$ cat src/hw/rtl/ihex_pkg.sv
`timescale 1ns / 1ps
`default_nettype none
// ----------------------------------------------------------------------------
// ihex_pkg: shared types and constants of the Intel HEX record parser
// Request and result layouts, the classified character token passed from the
// front end to the record engine, result kinds, error codes and record types.
// ----------------------------------------------------------------------------
package ihex_pkg;

    localparam int POS_W = 10;
    localparam logic [POS_W-1:0] POS_MAX  = 10'd1023;
    localparam logic [POS_W-1:0] MIN_LINE = 10'd11;

    localparam int TOKEN_FIFO_DEPTH  = 2;
    localparam int RESULT_FIFO_DEPTH = 2;

    // result kinds
    localparam logic [1:0] KIND_DATA   = 2'd0;
    localparam logic [1:0] KIND_RECORD = 2'd1;
    localparam logic [1:0] KIND_ERROR  = 2'd2;

    // error codes
    localparam logic [2:0] ERR_NONE      = 3'd0;
    localparam logic [2:0] ERR_SHORT     = 3'd1;
    localparam logic [2:0] ERR_LENGTH    = 3'd2;
    localparam logic [2:0] ERR_CHECKSUM  = 3'd3;
    localparam logic [2:0] ERR_TYPE      = 3'd4;
    localparam logic [2:0] ERR_BAD_DIGIT = 3'd5;

    // record types
    localparam logic [7:0] RTYPE_DATA       = 8'd0;
    localparam logic [7:0] RTYPE_EOF        = 8'd1;
    localparam logic [7:0] RTYPE_EXT_SEGMENT = 8'd2;
    localparam logic [7:0] RTYPE_EXT_LINEAR  = 8'd4;

    typedef struct packed {
        logic [7:0] ch;
        logic       end_of_stream;
    } item_t;

    typedef struct packed {
        logic [1:0]  kind;
        logic [31:0] address;
        logic [7:0]  data_byte;
        logic [7:0]  record_kind;
        logic [2:0]  error_code;
    } result_t;

    // one classified character
    typedef struct packed {
        logic       lead_cr;    // a held carriage return is absorbed first
        logic       take_char;  // the character itself is absorbed
        logic       hex_ok;     // character is a hex digit
        logic [3:0] nibble;     // its value (0 when not hex)
        logic       line_end;   // record ends after this token
    } token_t;

endpackage
`default_nettype wire

$ cat src/hw/rtl/ihex_fifo.sv
`timescale 1ns / 1ps
`default_nettype none
// ----------------------------------------------------------------------------
// ihex_fifo: small synchronous queue
// Register array with wrap-around pointers and an occupancy count; push and
// pop may happen in the same cycle.
// ----------------------------------------------------------------------------
module ihex_fifo #(
    parameter int WIDTH = 8,
    parameter int DEPTH = 2
) (
    input  wire logic             clk,
    input  wire logic             rst_n,
    input  wire logic             push,
    input  wire logic [WIDTH-1:0] wdata,
    output logic                  full,
    input  wire logic             pop,
    output logic [WIDTH-1:0]      rdata,
    output logic                  empty
);

    localparam int PTR_W = (DEPTH > 1) ? $clog2(DEPTH) : 1;
    localparam int CNT_W = $clog2(DEPTH + 1);
    localparam logic [PTR_W-1:0] PTR_LAST = PTR_W'(DEPTH - 1);
    localparam logic [CNT_W-1:0] CNT_FULL = CNT_W'(DEPTH);

    logic [WIDTH-1:0] mem_reg [DEPTH];
    logic [PTR_W-1:0] wr_ptr_reg, wr_ptr_next;
    logic [PTR_W-1:0] rd_ptr_reg, rd_ptr_next;
    logic [CNT_W-1:0] count_reg, count_next;
    logic             do_push;
    logic             do_pop;

    assign full    = (count_reg == CNT_FULL);
    assign empty   = (count_reg == '0);
    assign do_push = push && !full;
    assign do_pop  = pop && !empty;
    assign rdata   = mem_reg[rd_ptr_reg];

    always_comb
    begin
        wr_ptr_next = wr_ptr_reg;
        rd_ptr_next = rd_ptr_reg;
        count_next  = count_reg;
        if (do_push)
        begin
            wr_ptr_next = (wr_ptr_reg == PTR_LAST) ? '0 : wr_ptr_reg + 1'b1;
        end
        if (do_pop)
        begin
            rd_ptr_next = (rd_ptr_reg == PTR_LAST) ? '0 : rd_ptr_reg + 1'b1;
        end
        if (do_push && !do_pop)
        begin
            count_next = count_reg + 1'b1;
        end
        else if (do_pop && !do_push)
        begin
            count_next = count_reg - 1'b1;
        end
    end

    always_ff @(posedge clk or negedge rst_n)
    begin
        if (!rst_n)
        begin
            wr_ptr_reg <= '0;
            rd_ptr_reg <= '0;
            count_reg  <= '0;
        end
        else
        begin
            wr_ptr_reg <= wr_ptr_next;
            rd_ptr_reg <= rd_ptr_next;
            count_reg  <= count_next;
        end
    end

    always_ff @(posedge clk)
    begin
        if (do_push)
        begin
            mem_reg[wr_ptr_reg] <= wdata;
        end
    end

endmodule
`default_nettype wire

$ cat src/hw/rtl/ihex_front.sv
`timescale 1ns / 1ps
`default_nettype none
// ----------------------------------------------------------------------------
// ihex_front: character classifier
// Decodes hex digits, spots line feed and carriage return, and holds a
// carriage return until the next character shows whether a line feed follows.
// ----------------------------------------------------------------------------
module ihex_front
    import ihex_pkg::*;
(
    input  wire logic   clk,
    input  wire logic   rst_n,
    input  wire logic   push,
    input  wire item_t  item,
    output logic        full,
    input  wire logic   tok_full,
    output logic        tok_push,
    output token_t      tok
);

    localparam logic [7:0] ASCII_LF   = 8'h0A;
    localparam logic [7:0] ASCII_CR   = 8'h0D;
    localparam logic [7:0] ASCII_0    = 8'h30;
    localparam logic [7:0] ASCII_9    = 8'h39;
    localparam logic [7:0] ASCII_UP_A = 8'h41;
    localparam logic [7:0] ASCII_UP_F = 8'h46;
    localparam logic [7:0] ASCII_LO_A = 8'h61;
    localparam logic [7:0] ASCII_LO_F = 8'h66;

    logic       pending_reg, pending_next;
    logic       is_lf;
    logic       is_cr;
    logic       hex_ok;
    logic [3:0] nibble;

    assign full     = tok_full;
    assign tok_push = push && !tok_full;
    assign is_lf    = (item.ch == ASCII_LF);
    assign is_cr    = (item.ch == ASCII_CR);

    always_comb
    begin
        hex_ok = 1'b1;
        nibble = 4'h0;
        unique case (item.ch) inside
            [ASCII_0:ASCII_9]:       nibble = 4'(item.ch - ASCII_0);
            [ASCII_UP_A:ASCII_UP_F]: nibble = 4'(item.ch - ASCII_UP_A + 8'd10);
            [ASCII_LO_A:ASCII_LO_F]: nibble = 4'(item.ch - ASCII_LO_A + 8'd10);
            default:                 hex_ok = 1'b0;
        endcase
    end

    always_comb
    begin
        tok.lead_cr   = pending_reg && !is_lf;
        tok.take_char = !is_lf && !is_cr;
        tok.hex_ok    = hex_ok;
        tok.nibble    = nibble;
        tok.line_end  = is_lf || item.end_of_stream;
        pending_next  = is_cr && !item.end_of_stream;
    end

    always_ff @(posedge clk or negedge rst_n)
    begin
        if (!rst_n)
        begin
            pending_reg <= 1'b0;
        end
        else if (tok_push)
        begin
            pending_reg <= pending_next;
        end
    end

endmodule
`default_nettype wire

$ cat src/hw/rtl/ihex_back.sv
`timescale 1ns / 1ps
`default_nettype none
// ----------------------------------------------------------------------------
// ihex_back: record engine
// Assembles bytes from tokens, tracks count, offset, type, checksum and the
// extended base, emits data bytes and checks each record at its line end.
// ----------------------------------------------------------------------------
module ihex_back
    import ihex_pkg::*;
(
    input  wire logic   clk,
    input  wire logic   rst_n,
    input  wire token_t tok,
    input  wire logic   tok_empty,
    output logic        tok_pop,
    input  wire logic   res_full,
    output logic        res_push,
    output result_t     res
);

    localparam logic [8:0] FLD_COUNT = 9'd0;
    localparam logic [8:0] FLD_OFS_H = 9'd1;
    localparam logic [8:0] FLD_OFS_L = 9'd2;
    localparam logic [8:0] FLD_TYPE  = 9'd3;
    localparam logic [8:0] FLD_DATA0 = 9'd4;
    localparam logic [8:0] FLD_EXT_L = 9'd5;

    typedef struct packed {
        logic [POS_W-1:0] pos;
        logic [3:0]       nib;
        logic [7:0]       count;
        logic [15:0]      offset;
        logic [7:0]       rtype;
        logic [7:0]       sum;
        logic [15:0]      ext;
        logic             bad;
    } line_t;

    typedef struct packed {
        line_t      s;
        logic       hit;
        logic [7:0] k;
        logic [7:0] b;
    } absorb_t;

    // one character into the line state
    function automatic absorb_t absorb(line_t s, logic ok, logic [3:0] v);
        absorb_t    r;
        logic [3:0] nv;
        logic [7:0] b;
        logic [8:0] idx;
        logic [8:0] k;
        r     = '0;
        r.s   = s;
        nv    = v;
        b     = '0;
        idx   = '0;
        k     = '0;
        if (s.pos != POS_MAX)
        begin
            r.s.pos = s.pos + 1'b1;
            if (s.pos != '0)
            begin
                if (!ok)
                begin
                    r.s.bad = 1'b1;
                    nv      = 4'h0;
                end
                if (s.pos[0])
                begin
                    r.s.nib = nv;
                end
                else
                begin
                    b       = {s.nib, nv};
                    r.s.sum = s.sum + b;
                    idx     = s.pos[POS_W-1:1] - 9'd1;
                    case (idx)
                        FLD_COUNT: r.s.count  = b;
                        FLD_OFS_H: r.s.offset = {b, 8'h00};
                        FLD_OFS_L: r.s.offset = s.offset | {8'h00, b};
                        FLD_TYPE:  r.s.rtype  = b;
                        default:
                        begin
                            if (idx <= FLD_EXT_L)
                            begin
                                r.s.ext = {s.ext[7:0], b};
                            end
                            k     = idx - FLD_DATA0;
                            r.hit = (s.rtype == RTYPE_DATA) && (k < {1'b0, s.count})
                                    && !r.s.bad;
                            r.k   = k[7:0];
                            r.b   = b;
                        end
                    endcase
                end
            end
        end
        return r;
    endfunction

    line_t       line_reg, line_next;
    logic [31:0] base_reg, base_next;
    logic        halted_reg, halted_next;

    absorb_t     a_cr;
    absorb_t     a_ch;
    line_t       l_cr;
    line_t       l_ch;
    logic        data_hit;
    logic [2:0]  err;
    logic [POS_W-1:0] need_len;
    logic        type_ok;
    logic [16:0] ofs_k;

    assign tok_pop = !tok_empty && !res_full;

    always_comb
    begin
        a_cr     = absorb(line_reg, 1'b0, 4'h0);
        l_cr     = tok.lead_cr ? a_cr.s : line_reg;
        a_ch     = absorb(l_cr, tok.hex_ok, tok.nibble);
        l_ch     = tok.take_char ? a_ch.s : l_cr;
        data_hit = tok.take_char && a_ch.hit;
        ofs_k    = {1'b0, l_ch.offset} + {9'h000, a_ch.k};

        need_len = {1'b0, l_ch.count, 1'b0} + MIN_LINE;
        type_ok  = (l_ch.rtype == RTYPE_DATA) || (l_ch.rtype == RTYPE_EOF) ||
                   (l_ch.rtype == RTYPE_EXT_SEGMENT) ||
                   (l_ch.rtype == RTYPE_EXT_LINEAR);
        if (l_ch.pos < MIN_LINE)       err = ERR_SHORT;
        else if (l_ch.bad)             err = ERR_BAD_DIGIT;
        else if (l_ch.pos != need_len) err = ERR_LENGTH;
        else if (l_ch.sum != 8'h00)    err = ERR_CHECKSUM;
        else if (!type_ok)             err = ERR_TYPE;
        else                           err = ERR_NONE;

        line_next   = line_reg;
        base_next   = base_reg;
        halted_next = halted_reg;
        res_push    = 1'b0;
        res         = '0;

        if (tok_pop && !halted_reg)
        begin
            if (tok.line_end)
            begin
                res_push        = 1'b1;
                res.kind        = (err != ERR_NONE) ? KIND_ERROR : KIND_RECORD;
                res.address     = base_reg + {16'h0000, l_ch.offset};
                res.record_kind = l_ch.rtype;
                res.error_code  = err;
                line_next       = '0;
                if (err != ERR_NONE)
                begin
                    halted_next = 1'b1;
                end
                else if (l_ch.rtype == RTYPE_EXT_SEGMENT)
                begin
                    base_next = {12'h000, l_ch.ext, 4'h0};
                end
                else if (l_ch.rtype == RTYPE_EXT_LINEAR)
                begin
                    base_next = {l_ch.ext, 16'h0000};
                end
            end
            else
            begin
                line_next = l_ch;
                if (data_hit)
                begin
                    res_push      = 1'b1;
                    res.kind      = KIND_DATA;
                    res.address   = base_reg + {15'h0000, ofs_k};
                    res.data_byte = a_ch.b;
                end
            end
        end
    end

    always_ff @(posedge clk or negedge rst_n)
    begin
        if (!rst_n)
        begin
            line_reg   <= '0;
            base_reg   <= '0;
            halted_reg <= 1'b0;
        end
        else
        begin
            line_reg   <= line_next;
            base_reg   <= base_next;
            halted_reg <= halted_next;
        end
    end

    a_push_room: assert property (@(posedge clk) disable iff (!rst_n)
        res_push |-> !res_full)
        else $error("result written into a full queue");

    a_halt_on_error: assert property (@(posedge clk) disable iff (!rst_n)
        (res_push && res.kind == KIND_ERROR) |=> halted_reg)
        else $error("error result did not halt the engine");

    a_halted_quiet: assert property (@(posedge clk) disable iff (!rst_n)
        halted_reg |-> !res_push)
        else $error("result produced after halting");

    a_data_clean: assert property (@(posedge clk) disable iff (!rst_n)
        (res_push && res.kind == KIND_DATA) |-> (res.error_code == ERR_NONE && !line_reg.bad))
        else $error("data byte emitted from a line with a bad digit");

endmodule
`default_nettype wire

$ cat src/hw/rtl/intel_hex_record_parser.sv
`timescale 1ns / 1ps
`default_nettype none
// ----------------------------------------------------------------------------
// intel_hex_record_parser: Intel HEX text stream to data bytes and record status
// Usage:
//   Input channel: one text character per request on item (ch, end_of_stream),
//   taken when push is high and full is low. Line feed or end_of_stream ends a
//   record; a carriage return right before the line end is dropped.
//   Result channel: queue style. While empty is low the oldest result sits on
//   result; it is taken when pop is high. Results are data bytes (kind 0, with
//   absolute address base+offset+index) and one status per record (kind 1
//   accepted, kind 2 error with error_code). Data bytes of a record that later
//   fails must be discarded by the consumer.
//   Throughput: one character per cycle, sustained, as long as results drain.
//   Path: a taken character is queued as a token; the engine writes its result
//   into the result queue at the edge that pops the token, and the result can
//   be popped after that edge.
//   Stall: if pop stays low, the result queue fills, the engine stops pulling
//   tokens, the token queue fills and full rises. Nothing is lost.
//   After an error all further characters are taken and ignored until reset.
//   Reset (rst_n low, asynchronous) empties both queues and clears the line
//   state, the extended base and the error halt.
// ----------------------------------------------------------------------------
module intel_hex_record_parser
    import ihex_pkg::*;
#(
    parameter int TOKEN_DEPTH  = TOKEN_FIFO_DEPTH,
    parameter int RESULT_DEPTH = RESULT_FIFO_DEPTH
) (
    input  wire logic  clk,
    input  wire logic  rst_n,
    input  wire logic  push,
    input  wire item_t item,
    output logic       full,
    input  wire logic  pop,
    output result_t    result,
    output logic       empty
);

    // front end -> token queue
    token_t                 fe_tok;
    logic                   fe_tok_push;
    logic                   tq_full;
    // token queue -> record engine
    logic [$bits(token_t)-1:0] tq_rdata;
    logic                   tq_empty;
    logic                   be_tok_pop;
    // record engine -> result queue
    result_t                be_res;
    logic                   be_res_push;
    logic                   rq_full;
    logic [$bits(result_t)-1:0] rq_rdata;

    ihex_front u_front (
        .clk      (clk),
        .rst_n    (rst_n),
        .push     (push),
        .item     (item),
        .full     (full),
        .tok_full (tq_full),
        .tok_push (fe_tok_push),
        .tok      (fe_tok)
    );

    // decouples character intake from the record engine
    ihex_fifo #(
        .WIDTH ($bits(token_t)),
        .DEPTH (TOKEN_DEPTH)
    ) u_tok_fifo (
        .clk   (clk),
        .rst_n (rst_n),
        .push  (fe_tok_push),
        .wdata (fe_tok),
        .full  (tq_full),
        .pop   (be_tok_pop),
        .rdata (tq_rdata),
        .empty (tq_empty)
    );

    ihex_back u_back (
        .clk       (clk),
        .rst_n     (rst_n),
        .tok       (token_t'(tq_rdata)),
        .tok_empty (tq_empty),
        .tok_pop   (be_tok_pop),
        .res_full  (rq_full),
        .res_push  (be_res_push),
        .res       (be_res)
    );

    // output queue: holds results while the consumer stalls
    ihex_fifo #(
        .WIDTH ($bits(result_t)),
        .DEPTH (RESULT_DEPTH)
    ) u_res_fifo (
        .clk   (clk),
        .rst_n (rst_n),
        .push  (be_res_push),
        .wdata (be_res),
        .full  (rq_full),
        .pop   (pop),
        .rdata (rq_rdata),
        .empty (empty)
    );

    assign result = result_t'(rq_rdata);

endmodule
`default_nettype wire

$ cat config.mk
export PLATFORM = sky130hd
export DESIGN_NAME = intel_hex_record_parser
export DESIGN_NICKNAME = d
export VERILOG_FILES = /design/src/hw/rtl/ihex_pkg.sv /design/src/hw/rtl/ihex_fifo.sv /design/src/hw/rtl/ihex_front.sv /design/src/hw/rtl/ihex_back.sv /design/src/hw/rtl/intel_hex_record_parser.sv
export SDC_FILE = /design/constraint.sdc
export NUM_CORES = 1
export LEC_CHECK = 0
export BUFFER_PORTS_ARGS = -buffer_cell sky130_fd_sc_hd__buf_2
export CORE_MARGIN = 1.5
export CORE_UTILIZATION = 30
export CTS_CLUSTER_DIAMETER = 200
export DETAILED_ROUTE_END_ITERATION = 12
export PLACE_DENSITY = 0.47
export SLEW_MARGIN = 40
export SYNTH_ARGS = -nofsm -noshare
export SYNTH_HDL_FRONTEND = slang
export SYNTH_SLANG_ARGS = --single-unit
$ cat constraint.sdc
create_clock -name clk -period 10.68 [get_ports clk]
set_clock_uncertainty 0.15 [all_clocks]
set_input_delay 2.136 -clock clk [delete_from_list [all_inputs] [get_ports clk]]
set_output_delay 2.136 -clock clk [all_outputs]
set_load 0.1 [all_outputs]
==> impl_metrics.py <==
metrics = {
    "die": {
        "die-area_um2": 50530,
        "rows": 81,
        "io_pins": 68,
        "core_um2": 48750,
        "start_util": 0.3027,
        "die_x_um": 224.8,
        "dieHeight_um": 224.8,
    },
    "pwr": {
        "ir_drop_v": 0.0001269,
        "p_per_area_nw_per_um2": 247.7,
        "p_leak_nw": 6.720,
    },
    "detailed_routing": {
        "wl_per_cell_um": 20.18,
        "dr.pass1.iters": 5,
        "drc": 0,
        "drtAntennaViolNets": 0,
        "via_count": 11700,
        "totalWireLength_um": 44570,
        "vias_per_cell": 5.295,
        "drtIter0Drc": 724,
    },
    "clock_network": {
        "cts.htree.levels": 1,
        "clock_sinks": 231,
        "cts_tree": "yes",
        "clk_path_buf_depth": 3,
        "cts_buffers": 28,
        "cts_setup_buffers": 0,
        "cts-resized-gates": 0,
        "clkLatencyLatePin_ps": 570,
        "root_buffer": "clkbuf_16",
        "path_clk_slew_ps": 60,
        "cts_hold_buf": 0,
    },
    "logic_synthesis": {
        "syn_nets": 1561,
        "synth-seq-area-share": 0.4331,
        "async_flop_share": 0.4719,
        "synth_xor_area_frac": 0.04332,
        "synth.avg_cell_area_um2": 10.10,
        "yosysUniqueCellTypes": 88,
        "synth_area_um2": 14760,
        "synth_top_family_by_area": "compound AO/OA/AOI/OAI gates",
        "synth-edff-count": 122,
        "synth_compound_area_frac": 0.1777,
        "synthTopCellsByCount": "nand2_1 (154), edfxtp_1 (122), dfrtp_1 (109), nor2_1 (98), o21ai_0 (94)",
        "synth_fa_ha_area_frac": 0.08207,
        "synthMuxAreaShare": 0.07596,
        "yosys.area_share.simple": 0.1477,
        "synth_seq_cells": 231,
        "syn_inst": 1461,
        "ys.flop_type": "edfxtp_1",
        "yosys-top-cells-area": "edfxtp_1 (25%), dfrtp_1 (18%), ha_1 (6.1%), mux2_2 (5.4%), nand2_1 (3.9%)",
        "netlist.top_cell.by_area": "edfxtp_1",
        "yosysMostFrequentCell": "nand2_1",
        "netlist.area_leader.share": 0.2482,
        "yosys_warnings": 0,
    },
    "final_layout": {
        "finalInstanceArea_um2": 16870,
        "n_antenna_cell": 0,
        "ff_latch_area_um2": 6392,
        "largest_reg_flops": 106,
        "utilization": 0.3462,
        "finalNonFillerCells": 2209,
        "area_delta_synth_final_pct": 14.34,
        "n_fill_cell": 4909,
        "fin_nets": 1623,
        "multiInputGateArea_um2": 7814,
        "layout-drive-gt1-share": 0.1625,
    },
    "timing": {
        "rsz0062_at_grt": "false",
        "finalMaxSlewViolations": 0,
        "finalSetupViolCount": 0,
        "worst_pin_slew_ps": 832.0,
        "slew_headroom": 0.4435,
        "fmax_mhz": 109.1,
        "fin_tns_setup_ps": 0,
        "min_period_ps": 9166,
        "period_share": 0.8583,
        "hold_viol_final": 0,
    },
    "run": {
        "drv_cap": 0,
    },
    "critical_path": {
        "regToRegEndpoint": "u_res_fifo.mem_reg[0][44]",
        "critPathRequiredTime_ps": 10890,
        "cp_max_fo": 12,
        "critPathLaunchType": "flop",
        "arrival_ps": 9370,
        "cp_slowest_cell": "mux2i_2",
        "reg2reg_depth": 32,
        "max_stage_delay_ps": 660,
        "crit_top_cell": "o21ai_0",
        "r2r-start": "u_tok_fifo.rd_ptr_reg",
        "crit_family": "compound AO/OA/AOI/OAI gates",
        "crit_type": "reg2reg",
        "critPathBufInv": 2,
        "cp-end-kind": "flop",
        "worst-r2r-setup-slack_ps": 1510,
    },
    "global_route": {
        "globalRouteMet1Util": 0.2527,
        "grt.busiest_layer": "met2",
        "grt_util_met3": 0.01973,
        "grt_util_met2": 0.2858,
        "first_global_vias": 11600,
        "antenna_found_initial": 0,
        "grt_pass1_wl_um": 69700,
        "grt_max_degree": 68,
        "gr-total-overflow": 0,
        "grt_use_total": 0.1776,
    },
    "hold_path": {
        "min-delay-start": "u_front.pending_reg",
        "hp-class": "reg2reg",
        "hold_end": "u_front.pending_reg",
        "whs_path_depth": 2,
    },
    "placed_design": {
        "port-buffer-count": 67,
        "place_hpwl_um": 32800,
        "place_inst": 2156,
        "place_area_um2": 15900,
        "gp_congestion": 0.8962,
    },
    "status": {
        "outcome": "complete, no violations",
    },
}
where the power goes:
group | switching, mW | total, mW | internal [mW] | leakage (nW)
Clock | 0.399 | 0.976 | 0.577 | 0.458
Sequential | 0.0738 | 1.11 | 1.04 | 2.63
Combinational | 1.53 | 2.09 | 0.562 | 3.63
Total | 2.01 | 4.18 | 2.17 | 6.72
worst max path at each step:
stage	start	end	slack (ps)	cells past startpoint
floorplan	u_back.line_reg[62]	u_res_fifo.mem_reg[0][0]	3130	19
global placement	u_tok_fifo.rd_ptr_reg	u_res_fifo.mem_reg[0][44]	1960	33
detailed placement	u_tok_fifo.rd_ptr_reg	u_res_fifo.mem_reg[0][44]	1670	33
CTS	u_tok_fifo.rd_ptr_reg	u_res_fifo.mem_reg[0][44]	1630	33
global route	u_back.line_reg[64]	u_res_fifo.mem_reg[0][44]	620	35
finish	u_tok_fifo.rd_ptr_reg	u_res_fifo.mem_reg[0][44]	1510	32
metal layers:
| layer | routed length, um | part of all wire | vias to the layer above |
|---|---|---|---|
| met3 | 2042 | 0.046 | 72 |
| met4 | 1024 | 0.023 | 0 |
| li1 | - | - | 5525 |
| met5 | 0 | 0 | - |
| met2 | 20190 | 0.45 | 317 |
| met1 | 21320 | 0.48 | 5782 |
worst register-to-register path: cells and delay by family (launching register included):
family | cells | cell delay, ps
AO/OA/AOI/OAI | 16 | 4150
AND/OR/NAND/NOR | 7 | 1540
adder cells (fa/ha/maj) | 4 | 1290
multiplexers | 1 | 660
flip-flops | 1 | 640
XOR/XNOR | 2 | 340
buffers and inverters | 2 | 200
stage by stage:
| step | setup slack (ps) | power [mW] | hold slack, ps |
|---|---|---|---|
| 6_report | 1514 | 4.180 | 320.9 |
| 4_1_cts | 1631 | 4.204 | 329.0 |
| 3_3_place_gp | 1961 | 3.194 | 308.3 |
| 2_1_floorplan | 3132 | 2.652 | 291.8 |
| 5_1_grt | 620.3 | 4.407 | 350.7 |
| 3_5_place_dp | 1674 | 3.206 | 316.0 |
cell families after synthesis:
logic type | after synthesis
mux | 102
compound gates | 378
simple gates | 441
buf+inv | 148
flops | 231
fa+ha+maj | 88
xor+xnor | 73
cells in the final DEF (no fill, tap or decap), types with 6 or more instances in the layout:
| cell type | n |
|---|---|
| a211oi_1 | 6 |
| a21o_1 | 15 |
| a21oi_1 | 73 |
| a22o_1 | 55 |
| a22oi_1 | 10 |
| a31oi_1 | 20 |
| a32o_1 | 16 |
| and2_1 | 23 |
| and3_1 | 18 |
| buf_2 | 66 |
| buf_4 | 21 |
| clkbuf_16 | 28 |
| dfrtp_1 | 108 |
| edfxtp_1 | 122 |
| fa_1 | 15 |
| ha_1 | 72 |
| inv_1 | 88 |
| mux2_2 | 71 |
| mux2i_1 | 27 |
| nand2_1 | 152 |
| nand2b_1 | 8 |
| nand3_1 | 34 |
| nand4_1 | 13 |
| nor2_1 | 96 |
| nor2b_1 | 8 |
| nor3_1 | 26 |
| nor4_1 | 12 |
| o211ai_1 | 6 |
| o21ai_0 | 94 |
| o21bai_1 | 9 |
| o22ai_1 | 8 |
| or3_1 | 6 |
| or4_1 | 6 |
| xnor2_1 | 53 |
| xor2_1 | 20 |
layout make-up:
class / count / share of cell area
clock buffer: 34 / 0.04464
clock inverter: 18 / 0.01186
inverter: 90 / 0.02002
multi-input combinational: 1082 / 0.4630
sequential: 231 / 0.3788
tap: 664 / 0.04923
timing repair buffer: 90 / 0.03240
Power figures use the tool's default switching activity.
